<file path="src/rtl/ssd_pkg.sv">
// Shared types, widths and constants for the separation steering block.
package ssd_pkg;

  localparam int MAX_AGENTS_DEF  = 256;
  localparam int QUEUE_DEPTH_DEF = 4;

  localparam int POS_W  = 24;
  localparam int DIR_W  = 16;
  localparam int IDX_W  = 8;
  localparam int RAD_W  = 23;
  localparam int STR_W  = 16;
  localparam int SUM_W  = 40;
  localparam int D_W    = 25;
  localparam int D2_W   = 50;
  localparam int NRM_W  = 50;
  localparam int IN_W   = 152;
  localparam int OUT_W  = 48;
  localparam int ADDR_W = 3;

  localparam logic [D2_W-1:0]  NEAR_SQ_LIMIT  = 50'd16777;
  localparam logic [RAD_W-1:0] RADIUS_RESET   = 23'd8192;
  localparam logic [STR_W-1:0] STRENGTH_RESET = 16'd256;

  typedef enum logic {
    REG_RADIUS   = 1'b0,
    REG_STRENGTH = 1'b1
  } ssd_reg_e;

  // One classified neighbour word handed from the front to the back.
  typedef struct packed {
    logic                    hit;
    logic                    last;
    logic signed [D_W-1:0]   dx;
    logic signed [D_W-1:0]   dz;
    logic [D2_W-1:0]         d2;
    logic signed [DIR_W-1:0] want_x;
    logic signed [DIR_W-1:0] want_y;
    logic signed [DIR_W-1:0] want_z;
  } ssd_job_t;

endpackage

</file>
<file path="src/rtl/ssd_front.sv">
// Front end: accept neighbour words, square the offset and classify.
module ssd_front #(
  parameter int MAX_AGENTS = ssd_pkg::MAX_AGENTS_DEF
) (
  input  logic                          clk,
  input  logic                          rst,
  input  logic                          s_tvalid,
  output logic                          s_tready,
  input  logic [ssd_pkg::IN_W-1:0]      s_tdata,
  input  logic                          s_tlast,
  input  logic [ssd_pkg::RAD_W-1:0]     radius,
  input  logic                          full,
  output logic                          push,
  output ssd_pkg::ssd_job_t             job
);
  import ssd_pkg::*;

  localparam int CNT_W = (MAX_AGENTS > 1) ? $clog2(MAX_AGENTS) : 1;
  localparam int CMP_W = (CNT_W > IDX_W) ? CNT_W : IDX_W;

  typedef enum logic [1:0] {F_IDLE, F_SQ, F_PUSH} state_t;

  state_t                   state;
  logic [CNT_W-1:0]         cnt;
  logic signed [POS_W-1:0]  sx, sz, ox, oz;
  logic signed [DIR_W-1:0]  wx, wy, wz;
  logic                     skip, last;
  logic signed [D_W-1:0]    dx, dz;
  logic [D2_W-1:0]          d2;
  logic [2*RAD_W-1:0]       r2;

  logic signed [D_W-1:0]    dx_c, dz_c;
  logic [D_W-1:0]           mdx, mdz;
  logic [D2_W-1:0]          sq_x, sq_z;
  logic [IDX_W-1:0]         own;

  assign own  = s_tdata[103:96];
  assign dx_c = {sx[POS_W-1], sx} - {ox[POS_W-1], ox};
  assign dz_c = {sz[POS_W-1], sz} - {oz[POS_W-1], oz};
  assign mdx  = dx_c[D_W-1] ? D_W'(-dx_c) : D_W'(dx_c);
  assign mdz  = dz_c[D_W-1] ? D_W'(-dz_c) : D_W'(dz_c);
  assign sq_x = {25'd0, mdx} * {25'd0, mdx};
  assign sq_z = {25'd0, mdz} * {25'd0, mdz};

  assign s_tready = (state == F_IDLE);
  assign push     = (state == F_PUSH) && !full;

  always_comb begin
    job.hit    = !skip && (radius != '0) && (d2 > NEAR_SQ_LIMIT) && (d2 < {4'd0, r2});
    job.last   = last;
    job.dx     = dx;
    job.dz     = dz;
    job.d2     = d2;
    job.want_x = wx;
    job.want_y = wy;
    job.want_z = wz;
  end

  always_ff @(posedge clk) begin
    r2 <= {23'd0, radius} * {23'd0, radius};
    if (rst) begin
      state <= F_IDLE;
      cnt   <= '0;
    end else begin
      unique case (state)
        F_IDLE: begin
          if (s_tvalid) begin
            sx    <= s_tdata[23:0];
            sz    <= s_tdata[47:24];
            wx    <= s_tdata[63:48];
            wy    <= s_tdata[79:64];
            wz    <= s_tdata[95:80];
            ox    <= s_tdata[127:104];
            oz    <= s_tdata[151:128];
            last  <= s_tlast;
            skip  <= CMP_W'(cnt) == CMP_W'(own);
            if (s_tlast || cnt == CNT_W'(MAX_AGENTS - 1)) begin
              cnt <= '0;
            end else begin
              cnt <= cnt + 1'b1;
            end
            state <= F_SQ;
          end
        end
        F_SQ: begin
          dx    <= dx_c;
          dz    <= dz_c;
          d2    <= sq_x + sq_z;
          state <= F_PUSH;
        end
        F_PUSH: begin
          if (!full) begin
            state <= F_IDLE;
          end
        end
        default: state <= F_IDLE;
      endcase
    end
  end

endmodule

</file>
<file path="config.mk">
export PLATFORM = sky130hd
export DESIGN_NAME = ssd_front
export DESIGN_NICKNAME = d
export VERILOG_FILES = /design/src/rtl/ssd_pkg.sv /design/src/rtl/ssd_front.sv
export SDC_FILE = /design/constraint.sdc
export NUM_CORES = 2
export LEC_CHECK = 0
export ABC_AREA = 1
export BUFFER_PORTS_ARGS = -buffer_cell sky130_fd_sc_hd__buf_4
export CAP_MARGIN = 10
export CORE_AREA = 8 8 393 395
export DETAILED_ROUTE_END_ITERATION = 10
export DIE_AREA = 0 0 401 403
export GPL_ROUTABILITY_DRIVEN = 0
export PLACE_DENSITY = 0.59
export SLEW_MARGIN = 10
export SYNTH_ARGS = -nofsm -noshare
export SYNTH_HDL_FRONTEND = slang
export SYNTH_SLANG_ARGS = --single-unit
</file>
<file path="constraint.sdc">
create_clock -name clk -period 15.6 [get_ports clk]
set_input_delay 0 -clock clk [delete_from_list [all_inputs] [get_ports clk]]
set_output_delay 0 -clock clk [all_outputs]
set_load 0.05 [all_outputs]
</file>
==> metrics.log <==
[metrics] run status: finished clean
[metrics] maximum operating frequency: 85.7 MHz
[metrics] number of unique standard cell types used by synthesis: between 60 and 70
[metrics] kind of critical path: register to register
[metrics] number of nets with antenna violations after routing: 0
[metrics] depth of the worst register-to-register path: 44
[metrics] die outline height: between 400 and 500 µm
[metrics] initial core utilization: 0.446
[metrics] width of the die: between 400 and 500 µm
[metrics] final routed wirelength across all metal layers: between 150 and 200 mm
[metrics] vias in the first global route: between 50000 and 60000
[metrics] top library cells by usage in the layout, fill and taps aside: 2325 x sky130_fd_sc_hd__inv_1, 1424 x sky130_fd_sc_hd__fa_1, 933 x sky130_fd_sc_hd__nand2_1
[metrics] total via count after detailed routing: 48100
[metrics] number of hold-slack violations in the final timing report: 0
[metrics] worst slew margin relative to its limit: 0.317
[metrics] clock tree sinks: 301
[metrics] buffers added on ports: about 330
[metrics] setup repair after global routing missed its margin: false
[metrics] Total GRT Usage: 0.238
[metrics] residual overflow from global routing: 0
[metrics] number of antenna violations at the first check in global routing: 1
[metrics] number of DRC violations after detailed-routing iteration 0: around 3400
[metrics] largest net degree at the start of global routing: between 70 and 80
[metrics] maximum clock path buffer count: 3
[metrics] count of max-cap constraint violations: 0
[metrics] DRC violations left: 0
[metrics] root cell of the clock tree: sky130_fd_sc_hd__clkbuf_16
[metrics] arrival time of data at the critical path endpoint: 12.02 ns
[metrics] shortest clock period the worst path allows after layout: between 10 and 15 ns
[metrics] CP startpoint kind: register
[metrics] Post-layout nets: roughly 10000
[metrics] setup TNS: 0 ns
[metrics] type of destination of the critical path: register
[metrics] Setup violations, final: 0
[metrics] number of rows in the core area: roughly 140
[metrics] Async S/R FF share, synth: 0
[metrics] clock transition time at the flip-flop clock pins of the worst setup and hold paths: ~0.060 ns
[metrics] post-synthesis cell area: 66200 µm²
[metrics] count of cells along the worst hold path: 4
[metrics] cell type of the slowest stage on the worst timing path: sky130_fd_sc_hd__inv_1
[metrics] most repeated library cell on the critical path: sky130_fd_sc_hd__fa_1
[metrics] WL per Instance: 19.4 µm
[metrics] HPWL Detailed: approximately 160 mm
[metrics] worst path setup slack after routing: around 3.9 ns
[metrics] die footprint: between 150000 and 200000 µm²
[metrics] flip-flop cell with the highest count after synthesis: sky130_fd_sc_hd__edfxtp_1
[metrics] worst endpoint required time: approximately 16 ns
[metrics] final-report max-slew violation count: 0
[metrics] number of vias per cell: roughly 5
[metrics] area of the core: around 150000 µm²
[metrics] CTS tree: done
[metrics] fill cell total of the finished layout: 14000
[metrics] insertion delay to the later sink of the worst-skew pair: 0.64 ns
[metrics] worst setup slack before clock tree synthesis: about 4.0 ns
[metrics] number of flops mapped to enable cells by yosys: approximately 250
[metrics] number of optimization iterations in the first detailed-route pass: 6
[metrics] portion of the clock cycle consumed by the worst path in the final layout: 0.748
[metrics] cell count after synthesis: 7297
[metrics] H-Tree Depth: 2
[metrics] number of warnings printed during yosys synthesis: 0
[metrics] peak fanout along the critical path: 27
[metrics] pin slew with the least headroom to its limit: about 1 ns
[metrics] number of cells upsized or downsized after cts: 0
[metrics] total instance count after detailed placement: ~9500
[metrics] post-synthesis to final-layout area growth: 11.3%
[metrics] worst stage delay on the critical path: approximately 0.73 ns
[metrics] post-route insts no fill: approximately 10000
[metrics] Top Ports: about 330
[metrics] most common cell after layout, fill and taps aside: sky130_fd_sc_hd__inv_1
[metrics] Post-Route Skew: 0.0290 ns
[metrics] worst min path class: primary input to register
[metrics] sequential fraction of the synthesis area: 0.128
[metrics] Yosys reg bits: approximately 300
[metrics] number of buffers inserted during clock tree synthesis: 40
[metrics] Mapped Avg Cell Area: 9.07 µm²
[metrics] fraction of layout cells with a size suffix above 1: 0.0794
[metrics] global-route wire length before repair: roughly 300 mm
[repair_timing]
action | 4_1_cts | 5_1_grt
setup endpoints to repair | 0 | 0
buffers inserted | 0 | 0
hold buffers | 155 | 0
hold endpoints to repair | 162 | 0
[cell type report]
| class | instances | area, µm² | share of cell area |
|---|---|---|---|
| Multi-Input combinational cell | 4513 | 48300 | 0.655 |
| Inverter | 2383 | 8950 | 0.121 |
| Sequential cell | 301 | 8490 | 0.115 |
| Timing Repair Buffer | 516 | 4260 | 0.0578 |
| Tap cell | 1944 | 2430 | 0.0330 |
| Clock buffer | 51 | 1080 | 0.0147 |
| Clock inverter | 20 | 205 | 0.00278 |
| Antenna cell | 1 | 2.50 | 0.0000340 |
[final timing paths]
path | slack [ns] | from | end
worst max-delay path | 3.93 | sx[0] | d2[35]
worst min-delay path | 0.03 | radius[22] | r2[45]
worst max register to register | 3.93 | sx[0] | d2[35]
worst min register to register | 0.51 | state[1] | state[1]
[per-layer routing]
layer  global-route usage  wire length, µm
met5                    0               13
met2                0.398            88100
met4               0.0920             9100
met1                0.316            78800
met3               0.0338            12400
[logic make-up after synthesis]
| kind of cell | count (synthesis) | synth area share |
|---|---|---|
| flip-flops | 301 | 0.128 |
| AND/OR/NAND/NOR | 1872 | 0.120 |
| XOR/XNOR | 142 | 0.0207 |
| AO/OA/AOI/OAI | 409 | 0.0357 |
| adder cells (fa/ha/maj) | 2052 | 0.549 |
| other | 2 | 0.000113 |
| buffers and inverters | 2519 | 0.146 |
[critical path: cells and delay by family, from the launching register on]
family,cells,cell delay [ns]
fa+ha+maj,12,5.55
flops,1,0.35
compound gates,7,1.75
simple gates,16,2.33
buf+inv,8,1.21
xor+xnor,1,0.15
[registers in the layout, summed over array words and instances, names as in the netlist]
| register | cells |
|---|---|
| state | 2 |
| last | 1 |
| wx | 16 |
| d2 | 50 |
| cnt | 8 |
| dx | 25 |
| r2 | 45 |
| oz | 24 |
| sz | 24 |
| skip | 1 |
| wz | 16 |
| dz | 25 |
| ox | 24 |
| sx | 24 |
| wy | 16 |
[metrics by stage]
step,hold slack [ns],instance area [µm²],util
global route,0.0514,73700,0.496
CTS,0.000689,73700,0.496
global placement,0.178,70900,0.477
detailed placement,0.179,70900,0.477
floorplan,0.0277,66300,-
finish,0.0309,73700,0.496
[cells in the mapped netlist (20+ instances only)]
master / instances / area share
sky130_fd_sc_hd__ha_1: 628 / 0.12
sky130_fd_sc_hd__edfxtp_1: 246 / 0.11
sky130_fd_sc_hd__inv_2: 52 / 0.0029
sky130_fd_sc_hd__nor2_2: 20 / 0.0019
sky130_fd_sc_hd__nand2_1: 933 / 0.053
sky130_fd_sc_hd__nand2_2: 38 / 0.0036
sky130_fd_sc_hd__nand3_1: 135 / 0.010
sky130_fd_sc_hd__xor2_1: 84 / 0.011
sky130_fd_sc_hd__dfxtp_1: 55 / 0.017
sky130_fd_sc_hd__nor3_1: 35 / 0.0026
sky130_fd_sc_hd__fa_1: 1424 / 0.43
sky130_fd_sc_hd__clkbuf_1: 68 / 0.0039
sky130_fd_sc_hd__a21oi_1: 183 / 0.014
sky130_fd_sc_hd__o21ai_0: 100 / 0.0076
sky130_fd_sc_hd__buf_2: 44 / 0.0033
sky130_fd_sc_hd__inv_1: 2325 / 0.13
sky130_fd_sc_hd__xnor2_1: 47 / 0.0062
sky130_fd_sc_hd__nor2_1: 580 / 0.033
sky130_fd_sc_hd__nand4_1: 36 / 0.0034
sky130_fd_sc_hd__a31oi_1: 23 / 0.0022
sky130_fd_sc_hd__nor2_4: 27 / 0.0046
Power is not shown: default switching activity piles up to over one toggle a cycle in this logic, so the estimate is an artifact.
