[src/rtl/ssd_pkg.sv]
// Shared types, widths and constants for the separation steering block.
package ssd_pkg;

  localparam int MAX_AGENTS_DEF  = 256;
  localparam int QUEUE_DEPTH_DEF = 4;

  localparam int POS_W  = 24;
  localparam int DIR_W  = 16;
  localparam int IDX_W  = 8;
  localparam int RAD_W  = 23;
  localparam int STR_W  = 16;
  localparam int SUM_W  = 40;
  localparam int D_W    = 25;
  localparam int D2_W   = 50;
  localparam int NRM_W  = 50;
  localparam int IN_W   = 152;
  localparam int OUT_W  = 48;
  localparam int ADDR_W = 3;

  localparam logic [D2_W-1:0]  NEAR_SQ_LIMIT  = 50'd16777;
  localparam logic [RAD_W-1:0] RADIUS_RESET   = 23'd8192;
  localparam logic [STR_W-1:0] STRENGTH_RESET = 16'd256;

  typedef enum logic {
    REG_RADIUS   = 1'b0,
    REG_STRENGTH = 1'b1
  } ssd_reg_e;

  // One classified neighbour word handed from the front to the back.
  typedef struct packed {
    logic                    hit;
    logic                    last;
    logic signed [D_W-1:0]   dx;
    logic signed [D_W-1:0]   dz;
    logic [D2_W-1:0]         d2;
    logic signed [DIR_W-1:0] want_x;
    logic signed [DIR_W-1:0] want_y;
    logic signed [DIR_W-1:0] want_z;
  } ssd_job_t;

endpackage

[src/rtl/ssd_fifo.sv]
// Short queue of classified neighbour words between front and back.
module ssd_fifo #(
  parameter int DEPTH = ssd_pkg::QUEUE_DEPTH_DEF
) (
  input  logic              clk,
  input  logic              rst,
  input  logic              push,
  input  ssd_pkg::ssd_job_t din,
  output logic              full,
  input  logic              pop,
  output ssd_pkg::ssd_job_t dout,
  output logic              empty
);
  import ssd_pkg::*;

  localparam int PW = (DEPTH > 1) ? $clog2(DEPTH) : 1;
  localparam int CW = $clog2(DEPTH + 1);

  ssd_job_t        mem [DEPTH];
  logic [PW-1:0]   wp, rp;
  logic [CW-1:0]   count;

  assign full  = (count == CW'(DEPTH));
  assign empty = (count == '0);
  assign dout  = mem[rp];

  always_ff @(posedge clk) begin
    if (push) begin
      mem[wp] <= din;
    end
    if (rst) begin
      wp    <= '0;
      rp    <= '0;
      count <= '0;
    end else begin
      if (push) begin
        wp <= (wp == PW'(DEPTH - 1)) ? '0 : wp + 1'b1;
      end
      if (pop) begin
        rp <= (rp == PW'(DEPTH - 1)) ? '0 : rp + 1'b1;
      end
      if (push && !pop) begin
        count <= count + 1'b1;
      end else if (pop && !push) begin
        count <= count - 1'b1;
      end
    end
  end

endmodule

[config.mk]
export PLATFORM = sky130hd
export DESIGN_NAME = ssd_fifo
export DESIGN_NICKNAME = d
export VERILOG_FILES = /design/src/rtl/ssd_pkg.sv /design/src/rtl/ssd_fifo.sv
export SDC_FILE = /design/constraint.sdc
export NUM_CORES = 1
export LEC_CHECK = 0
export BUFFER_PORTS_ARGS = -buffer_cell sky130_fd_sc_hd__buf_2
export CAP_MARGIN = 25
export CORE_AREA = 2 2 244 246
export DETAILED_ROUTE_END_ITERATION = 7
export DIE_AREA = 0 0 246 248
export PLACE_DENSITY = 0.63
export SLEW_MARGIN = 30
export SYNTH_ARGS = -nofsm -noshare
export SYNTH_HDL_FRONTEND = slang
export SYNTH_SLANG_ARGS = --single-unit
export TNS_END_PERCENT = 30
[constraint.sdc]
create_clock -name clk -period 10.5 [get_ports clk]
set_clock_uncertainty 0.2 [all_clocks]
set_input_delay 0.525 -clock clk [delete_from_list [all_inputs] [get_ports clk]]
set_output_delay 0.525 -clock clk [all_outputs]
set_load 0.02 [all_outputs]
==> summary.txt, run 1 <==
Run status
  • Status: finished, final reports clean

Critical path
  • Critical-path maximum fanout: 35
  • WS Path Type: register to primary output
  • Crit end category: primary output
  • Startpoint class of the critical path: register
  • Critical Path RT: just under 10 ns
  • Worst endpoint data arrival time: around 3.6 ns

Clocking
  • H-tree depth: 2
  • Clock sink count: approximately 600
  • Clock Path Buffers: 3
  • CTS Hold Bufs: 150
  • Clk_lat worst skew: about 0.60 ns
  • CTS resizes: 0
  • CTS Buf Count: just over 60
  • Post-CTS setup buffer count: 0
  • CTS tree: built
  • Clk root buf: clkbuf_16
  • Reg clk slew, reported paths: 0.06 ns

Detailed routing
  • Vias per inst: roughly 5
  • Detailed Route WL: ~44 mm
  • Pre-antenna DRT Iters: 4
  • Via count: between 10000 and 15000
  • DRT iter0 DRCs: between 600 and 700
  • Post-route ant nets: 0
  • Wire per inst: between 20 and 25 µm
  • Residual DRC count: 0

STA
  • Hold Fails Final Rpt: 0
  • Final Cycle Share: between 40% and 50%
  • Fmax achieved: around 230 MHz
  • Fin crit period: around 4.3 ns
  • Max transition margin: 36.21%
  • WHS: between 0.04 and 0.05 ns
  • RSZ-0062 raised after global routing: false
  • Setup violators final: 0
  • Setup TNS: 0 ns
  • Fin. max-slew vios: 0
  • Worst-margin pin slew: approximately 0.96 ns
  • Setup WS post-layout: between 6 and 7 ns

Power and ir drop
  • Total power: around 5.4 mW
  • Worst vdd ir: 0.1219 mV
  • Power Dens Cells: 193.4 nW/µm²
  • Leak pwr: around 9.3 nW

Synthesis
  • Dominant synthesized flop cell: edfxtp_1
  • EDFF count, synth: 600
  • Share of the synthesized area in the top cell type: 81.65%
  • Top cells by area, synth: edfxtp_1 (82%), mux4_2 (15%), dfxtp_1 (0.82%)
  • Synthesized instance count: between 800 and 900
  • YS warnings: 0
  • Synthesized Nets: 989
  • Post-synth ARST share: 0%
  • Synth unique cells: 18
  • Sequential element share of the synthesized area: between 80% and 90%
  • Post-Syn Area per Cell: about 27 µm²
  • Area leader, netlist: edfxtp_1
  • Post-synthesis register bit count: 609
  • Synthesized area: between 20000 and 25000 µm²

Placement
  • Port Buffers: about 310
  • HPWL after detailed placement: 25.59 mm
  • Pre-CTS setup slack: ~6.7 ns
  • Placed cell area: 24470 µm²
  • Placed instance count: 1886
  • GP Congestion: 0.6965

Die
  • Die footprint: ~60000 µm²
  • Row count: between 80 and 90
  • Total I/O pin count: between 300 and 400
  • Die Height: roughly 250 µm
  • Starting Density: 37.75%
  • Die X: 246 µm
  • Core ar.: roughly 58000 µm²

Job
  • Max-cap violations: 0

Global route
  • First-pass GRT wire length: between 60 and 70 mm
  • Initial antenna violation count: 4
  • Pin count of the biggest net entering global routing: 63
  • Remaining Overflow, GRT: 0
  • Total GRT Usage: about 14%
  • Number of global-route vias before repair: between 10000 and 15000

Final layout
  • Fillers: approximately 4800
  • Final cell count without fillers: ~2100
  • Area Growth Syn to Fin: 26.16%
  • Most frequent cells in the layout: edfxtp_1 (600), buf_2 (305), mux4_2 (150), dlygate4sd3_1 (150), clkbuf_16 (62)
  • Layout Utilization: between 40% and 50%
  • Most common cell after layout, fill and taps aside: edfxtp_1
  • Finished Cell Area: roughly 28000 µm²
  • Layout cell share with drive strength beyond 1: 40.41%
  • Final nets: between 1000 and 1500

Hold path
  • Min-delay worst type: primary input to register
flip-flops by register name (all words and copies together) (netlist names), named ones only:
name / count
mem: 600
count: 3
rp: 2
wp: 2
per-layer routing:
metal	global-route usage [%]	up-vias	wire length (µm)	share of wire, %
li1	-	4596	-	-
met1	19.38	5523	18930	43
met2	23.12	319	21410	48
met3	4.022	68	3118	7.0
met4	3.939	4	927	2.1
met5	0	-	28	0.063
cells in the mapped netlist, types with 2 or more instances:
cell type,count
a21oi_1,2
dfxtp_1,9
buf_2,17
mux2i_1,4
nor3b_1,2
clkbuf_1,6
nor2_1,7
inv_1,4
buf_6,11
mux4_2,150
xor2_1,2
ha_1,6
edfxtp_1,600
and2_1,4
cell families after synthesis:
family                   Yosys count  share of synthesized area [%]
AO/OA/AOI/OAI                      3                        0.06802
flip-flops                       609                          82.46
buffers and inverters             38                          1.117
multiplexers                     154                          15.49
AND/OR/NAND/NOR                   15                         0.3515
XOR/XNOR                           2                        0.07939
adder cells (fa/ha/maj)            7                         0.4309
final timing paths:
| kind | from | end | slack [ns] | cells after the start |
|---|---|---|---|---|
| min | rst | count[0] | 0.04 | 2 |
| max | register | dout[61] | 6.20 | 5 |
| min reg2reg | count[2] | count[2] | 0.31 | 2 |
| max reg2reg | wp[0] | mem[2][106] | 7.84 | 4 |
area by class of cell:
cell class | count | area (µm²) | share of cell area (%)
antenna | 2 | 5.005 | 0.01798
clock buffer | 72 | 1589 | 5.708
clock inverter | 36 | 264.0 | 0.9483
inverter | 4 | 15.01 | 0.05393
multi-input combinational | 181 | 3633 | 13.05
sequential | 609 | 18210 | 65.39
tap | 773 | 967.2 | 3.474
timing repair buffer | 469 | 3161 | 11.35
power breakdown:
| part | switching, mW | internal [mW] | total, mW |
|---|---|---|---|
| clock | 0.878 | 1.15 | 2.02 |
| combinational | 0.310 | 0.230 | 0.540 |
| sequential | 0.0332 | 2.79 | 2.82 |
critical path, stage by stage (launching register included):
cell,delay [ns]
dfxtp_4,0.67
buf_4,0.67
buf_4,0.50
buf_16,0.31
mux4_2,0.55
buf_2,0.18
No activity file was read; power rests on OpenSTA's default activity.
==> run 2: changes to the inputs <==
--- a/config.mk
+++ b/config.mk
@@ -5,11 +5,12 @@
 export SDC_FILE = /design/constraint.sdc
 export NUM_CORES = 1
 export LEC_CHECK = 0
+export ABC_AREA = 1
 export BUFFER_PORTS_ARGS = -buffer_cell sky130_fd_sc_hd__buf_2
 export CAP_MARGIN = 25
-export CORE_AREA = 2 2 244 246
+export CORE_AREA = 2 2 247 249
 export DETAILED_ROUTE_END_ITERATION = 7
-export DIE_AREA = 0 0 246 248
+export DIE_AREA = 0 0 249 251
 export PLACE_DENSITY = 0.63
 export SLEW_MARGIN = 30
 export SYNTH_ARGS = -nofsm -noshare
==> constraint.sdc (replaced) <==
create_clock -name clk -period 4 [get_ports clk]
set_clock_uncertainty 0.2 [all_clocks]
set_input_delay 0.2 -clock clk [delete_from_list [all_inputs] [get_ports clk]]
set_output_delay 0.2 -clock clk [all_outputs]
set_load 0.02 [all_outputs]
==> run 2 against run 1 <==
  * Cell count rose by 30%
  * Combinational power rose to 3.1 times the previous value
  * Critical path depth did not move
  * Critical path type unchanged
  * Largest power group unchanged
==> summary.txt, run 2 <==
Run status
  • Status: finished, final reports clean

Final layout
  • Biggest regs: mem x600, count x3
  • Largest register FFs: 600
  • Final nets: around 2100
  • Layout cell share with drive strength beyond 1: a little over a fifth
  • Layout Utilization: between 40% and 50%
  • Most frequent cells in the layout: edfxtp_1 (600), nor2_1 (308), buf_2 (305)
  • Area Growth Syn to Fin: 26.21%
  • Final cell count without fillers: approximately 2800
  • Biggest register: mem
  • Finished Cell Area: ~29000 µm²
  • Most common cell after layout, fill and taps aside: edfxtp_1

Die
  • Die Height: around 250 µm
  • Die footprint: 62500 µm²
  • Row count: 90
  • Total I/O pin count: 306
  • Die X: 249 µm
  • Core ar.: between 50000 and 60000 µm²
  • Starting Density: 37.82%

Synthesis
  • Post-Syn Area per Cell: around 15 µm²
  • Top cells by area, synth: edfxtp_1 (80%), nor2_1 (5.1%), o22ai_1 (4.1%)
  • Area leader, netlist: edfxtp_1
  • Synthesized area: roughly 23000 µm²
  • Share of the synthesized area in the top cell type: approximately four fifths
  • Sequential element share of the synthesized area: slightly above 80%
  • Dominant synthesized flop cell: edfxtp_1
  • Top-count cell post-synth: edfxtp_1
  • Synthesized Nets: around 1700
  • Post-synthesis register bit count: approximately 600
  • YS warnings: 0
  • Post-synth ARST share: 0%
  • Synth unique cells: 21
  • EDFF count, synth: 600
  • Synth cell count leaders: edfxtp_1 (600), nor2_1 (308), o21ai_0 (153), o21ai_1 (150), o22ai_1 (150)
  • Synthesized instance count: roughly 1500

Critical path
  • Critical-path maximum fanout: between 100 and 150
  • Startpoint class of the critical path: register
  • Reg-to-reg startpoint: wp[0]
  • Critical Path RT: ~3.6 ns
  • Worst endpoint data arrival time: approximately 2.8 ns
  • WS Path Type: register to primary output
  • Crit end category: primary output

Power and ir drop
  • Power Dens Cells: ~520 nW/µm²
  • Clock share of power: around 39%
  • Part of the power in registers: about half
  • Worst vdd ir: approximately 0.31 mV
  • Comb pwr share: between 10% and 20%
  • Switching Fraction: 23.95%
  • Switching pwr: about 3.5 mW
  • Leak pwr: 9.960 nW
  • Pint: between 10 and 15 mW

STA
  • Setup TNS: 0 ns
  • Fmax achieved: approximately 310 MHz
  • RSZ-0062 raised after global routing: false
  • Worst-margin pin slew: about 0.92 ns
  • Final Cycle Share: between 80 and 90%
  • Max transition margin: 38.93%
  • Fin crit period: approximately 3.2 ns
  • Fin. max-slew vios: 0
  • Setup violators final: 0
  • Hold Fails Final Rpt: 0

Job
  • Max-cap violations: 0

Clocking
  • CTS tree: built
  • H-tree depth: 3
  • Clock Path Buffers: 3
  • Clk_lat worst skew: 0.58 ns
  • Clk root buf: clkbuf_16
  • Post-CTS setup buffer count: 0
  • Reg clk slew, reported paths: around 0.060 ns
  • CTS Buf Count: 66
  • CTS Hold Bufs: about 160
  • Clock sink count: 609
  • CTS resizes: 0

Detailed routing
  • Residual DRC count: 0
  • Wire length on met1: between 20 and 25 mm
  • Detailed Route WL: 52.65 mm
  • Vias per inst: around 5
  • Via count: 14360
  • Post-route ant nets: 0
  • Met2 Wirelength: roughly 25 mm
  • Max Used Layer: met5
  • WL met3: about 3.5 mm
  • Pre-antenna DRT Iters: 7
  • Wire per inst: approximately 19 µm
  • DRT iter0 DRCs: about 1100

Placement
  • Placed instance count: ~2500
  • Port Buffers: around 310
  • GP Congestion: between 0.7 and 0.8
  • Placed cell area: about 25000 µm²
  • HPWL after detailed placement: approximately 28 mm

Global route
  • Total GRT Usage: around 17%
  • Remaining Overflow, GRT: 0
  • First-pass GRT wire length: 80.35 mm
  • Pin count of the biggest net entering global routing: between 150 and 200
  • Number of global-route vias before repair: 14460
  • Initial antenna violation count: 3

Hold path
  • Min-delay worst type: primary input to register
  • Hold path startpoint: din[5]
-- run 2: cell count changes after synthesis, sizes merged, moves of 3 or more --
| cell | change |
|---|---|
| nand2 | +8 |
| nor3 | +3 |
| and2 | -4 |
| mux4 | -150 |
| inv | +12 |
| nor2 | +301 |
| o21ai | +302 |
| mux2i | -4 |
| clkbuf | +14 |
| buf | +50 |
| o22ai | +150 |
-- run 2: path summary, 6_finish.rpt --
kind	depth (start not counted)	end	slack, ns
worst max register to register	5	mem[3][86]	1.73
worst max-delay path	5	dout[104]	0.80
worst min register to register	2	wp[1]	0.33
worst min-delay path	2	mem[1][5]	0.16
-- run 2: per-layer routing --
| metal | vias to the layer above | track usage, % |
|---|---|---|
| met5 | - | 0 |
| met4 | 4 | 5.870 |
| met3 | 85 | 3.831 |
| met2 | 467 | 27.43 |
| met1 | 7154 | 21.32 |
| li1 | 6647 | - |
-- run 2: cell families after synthesis --
| logic type | Yosys count | share of synthesized area, % |
|---|---|---|
| flops | 609 | 80.46 |
| fa+ha+maj | 7 | 0.4204 |
| compound gates | 456 | 10.92 |
| xor+xnor | 1 | 0.03873 |
| simple gates | 322 | 5.383 |
| buf+inv | 114 | 2.777 |
-- run 2: per-stage QoR --
step	total power [mW]	hold WS, ns	worst slack [ns]
CTS	14.95	0.1123	0.8109
floorplan	8.452	0.07238	-0.1670
global route	15.35	0.1451	0.6507
finish	14.80	0.1592	0.7968
global placement	9.027	0.2095	1.544
detailed placement	9.069	0.2151	1.475
-- run 2: cell type report --
type	instances	area, µm²
clock inverters	35	284.0
diodes	1	2.502
well taps	782	978.4
multi-input cells	786	3791
flip-flops and latches	609	18210
clock buffers	80	1768
inverters	16	87.58
fillers	5030	31250
repair buffers	483	3428
-- run 2: worst max-delay path: stages (launching register included) --
cell and delay, ns:
dfxtp_4 0.46, inv_8 0.62, buf_12 0.37, nor2_1 0.08, o22ai_1 0.23, buf_2 0.21
-- run 2: power groups by stage --
stage | Combinational, mW | Clock [mW] | Sequential, mW
after floorplan | 0.940 | 0 | 7.51
after global placement | 1.53 | 0 | 7.50
after detailed placement | 1.56 | 0 | 7.51
after CTS | 1.69 | 5.88 | 7.38
after global routing | 1.82 | 6.14 | 7.39
final | 1.68 | 5.74 | 7.37
==> run 3: changes to the inputs <==
--- a/config.mk
+++ b/config.mk
@@ -5,13 +5,13 @@
 export SDC_FILE = /design/constraint.sdc
 export NUM_CORES = 1
 export LEC_CHECK = 0
-export ABC_AREA = 1
+export ABC_AREA = 0
 export BUFFER_PORTS_ARGS = -buffer_cell sky130_fd_sc_hd__buf_2
 export CAP_MARGIN = 25
-export CORE_AREA = 2 2 247 249
+export CORE_AREA = 2 2 244 246
 export DETAILED_ROUTE_END_ITERATION = 7
-export DIE_AREA = 0 0 249 251
-export PLACE_DENSITY = 0.63
+export DIE_AREA = 0 0 246 248
+export PLACE_DENSITY = 0.66
 export SLEW_MARGIN = 30
 export SYNTH_ARGS = -nofsm -noshare
 export SYNTH_HDL_FRONTEND = slang
==> constraint.sdc (replaced) <==
create_clock -name clk -period 2.85 [get_ports clk]
set_clock_uncertainty 0.2 [all_clocks]
set_input_delay 0.1425 -clock clk [delete_from_list [all_inputs] [get_ports clk]]
set_output_delay 0.1425 -clock clk [all_outputs]
set_load 0.02 [all_outputs]
==> run 3 against run 2 <==
  * Clock power up 36%
  * Power is 37% higher
  * Worst hold slack worse by 0.063 ns
  * Combinational power increased by 24%
  * Via count is 27% lower
  * First-iteration DRC count down 48%
  * Critical path depth down 2
  * Non-clock buffer count shrank 3
  * Core utilization is 0.58 points higher
  * Cell count down 23%
  * Die area fell by 2.4%
  * Critical path type unchanged
  * Highest routed layer unchanged
==> summary.txt, run 3 (synthesis gave the netlist of run 1 again) <==
Global route
  • Pin count of the biggest net entering global routing: roughly 100
  • GRT Max-Usage Layer: met2
  • Total GRT Usage: between 10 and 15%
  • Met2 Resource Use GR: around a quarter
  • First-pass GRT wire length: between 60 and 70 mm
  • Met3 GRT Util: between 4 and 5%
  • Remaining Overflow, GRT: 0
  • Initial antenna violation count: 6
  • Global Route met1 Usage: a little under a fifth
  • Number of global-route vias before repair: 11390

Critical path
  • CP max-delay cell: mux4_2
  • FF-to-FF path depth: 5
  • Critical path's top delay family: multiplexers
  • Worst path depth: 3
  • R2r setup slk: 0.61 ns
  • CP peak stage delay: about 0.56 ns
  • Critical Path RT: 2.51 ns
  • Worst endpoint data arrival time: 2.29 ns
  • Buffers & Inverters on Critical Path: 2
  • Critical-path maximum fanout: 38
  • Reg-to-reg startpoint: count[0]
  • CP Cell Sequence: buf_12 > mux4_2 > buf_2
  • Crit end category: primary output
  • WS Path Type: register to primary output
  • Crit path capture: dout[23]
  • Reg-to-Reg End: count[2]
  • Startpoint class of the critical path: register

Clocking
  • H-tree depth: 2
  • Clock sink count: 609
  • CTS resizes: 0
  • CTS tree: built
  • CTS Buf Count: 60
  • Clk_lat worst skew: approximately 0.60 ns
  • Post-CTS setup buffer count: 0
  • Reg clk slew, reported paths: about 0.06 ns
  • Clock Path Buffers: 3
  • Clk root buf: clkbuf_16
  • CTS Hold Bufs: ~150

Die
  • Core ar.: a little under 60000 µm²
  • Total I/O pin count: a little over 300
  • Die Height: 248 µm
  • Die X: ~250 µm
  • Row count: 89
  • Die footprint: around 60000 µm²
  • Starting Density: between 30% and 40%

Detailed routing
  • Detailed Route WL: approximately 44 mm
  • DRT iter0 DRCs: 577
  • Via count: between 10000 and 15000
  • Vias per inst: between 4 and 5
  • Post-route ant nets: 0
  • Pre-antenna DRT Iters: 5
  • Residual DRC count: 0
  • Wire per inst: between 20 and 25 µm

Power and ir drop
  • Worst vdd ir: ~0.52 mV
  • Leak pwr: 9.510 nW
  • Power Dens Cells: between 700 and 800 nW/µm²

Final layout
  • Biggest register: mem
  • Finished Cell Area: 28250 µm²
  • Final nets: roughly 1500
  • Biggest regs: mem x600, count x3
  • Area Growth Syn to Fin: 28.01%
  • Largest register FFs: 600
  • Most frequent cells in the layout: edfxtp_1 (600), buf_2 (305), dlygate4sd3_1 (154)
  • Fillers: roughly 4700
  • Layout cell share with drive strength beyond 1: 41.26%
  • Most common cell after layout, fill and taps aside: edfxtp_1

Job
  • Max-cap violations: 0

STA
  • Fin. max-slew vios: 0
  • Setup violators final: 0
  • Setup WS post-layout: about 0.22 ns
  • RSZ-0062 raised after global routing: false
  • Worst-margin pin slew: just under 0.7 ns
  • Max transition margin: between 50% and 60%
  • Hold Fails Final Rpt: 0
  • Fmax achieved: 379.7 MHz
  • Fin crit period: 2.634 ns
  • Final Cycle Share: 92.41%

Placement
  • Pre-CTS setup slack: 0.7864 ns
  • HPWL after detailed placement: approximately 25 mm
  • Port Buffers: 305
  • GP Congestion: approximately 0.70
  • Placed cell area: 24730 µm²

Hold path
  • Min-delay worst type: primary input to register

Run status
  • Status: finished, final reports clean
## run 3: cell types whose count changed in the layout (fill, tap and decap cells not counted), sizes merged, moves of 8 or more
cell    before  now
o21ai      303    1
nor2       308    7
mux4         0  150
o22ai      150    0
inv         18    5
clkbuf      80   68
nand2        8    0
## run 3: through the flow
step,TNS (ns),hold WS (ns),cells,util [%],total power [mW]
after global routing,0,0.07045,2160,48.32,21.03
after global placement,0,0.1513,1893,42.30,12.44
after CTS,0,0.03860,2157,48.30,20.53
final,0,0.09671,2161,48.32,20.27
after detailed placement,0,0.1593,1893,42.30,12.49
after floorplan,-23.61,0.01157,828,-,11.71
## run 3: power breakdown
group	switching [mW]	internal, mW
clock network	3.21	4.62
logic	1.18	0.899
registers	0.0962	10.3
## run 3: worst min path at each step
stage,to,depth (start not counted),startpoint
after global placement,mem[0][28],1,din[28]
final,mem[3][28],2,din[28]
after CTS,mem[3][147],2,din[147]
after detailed placement,mem[0][125],1,din[125]
after floorplan,count[2],1,rst
after global routing,mem[0][14],2,din[14]
## run 3: routing by layer
layer,wire length (µm),vias up,part of all wire [%]
met2,21350,333,49
met3,3586,54,8.2
met4,761,2,1.7
met5,8,-,0.018
met1,18000,5471,41
li1,-,4617,-
## run 3: cell type report
cell class                 count  area [µm²]  area share [%]
sequential                   609       18210           64.44
multi-input combinational    181        3633           12.86
timing repair buffer         480        3451           12.22
clock buffer                  68        1553           5.497
tap                          773       967.2           3.424
clock inverter                42       415.4           1.470
inverter                       4       15.01         0.05315
antenna                        4       10.01         0.03543
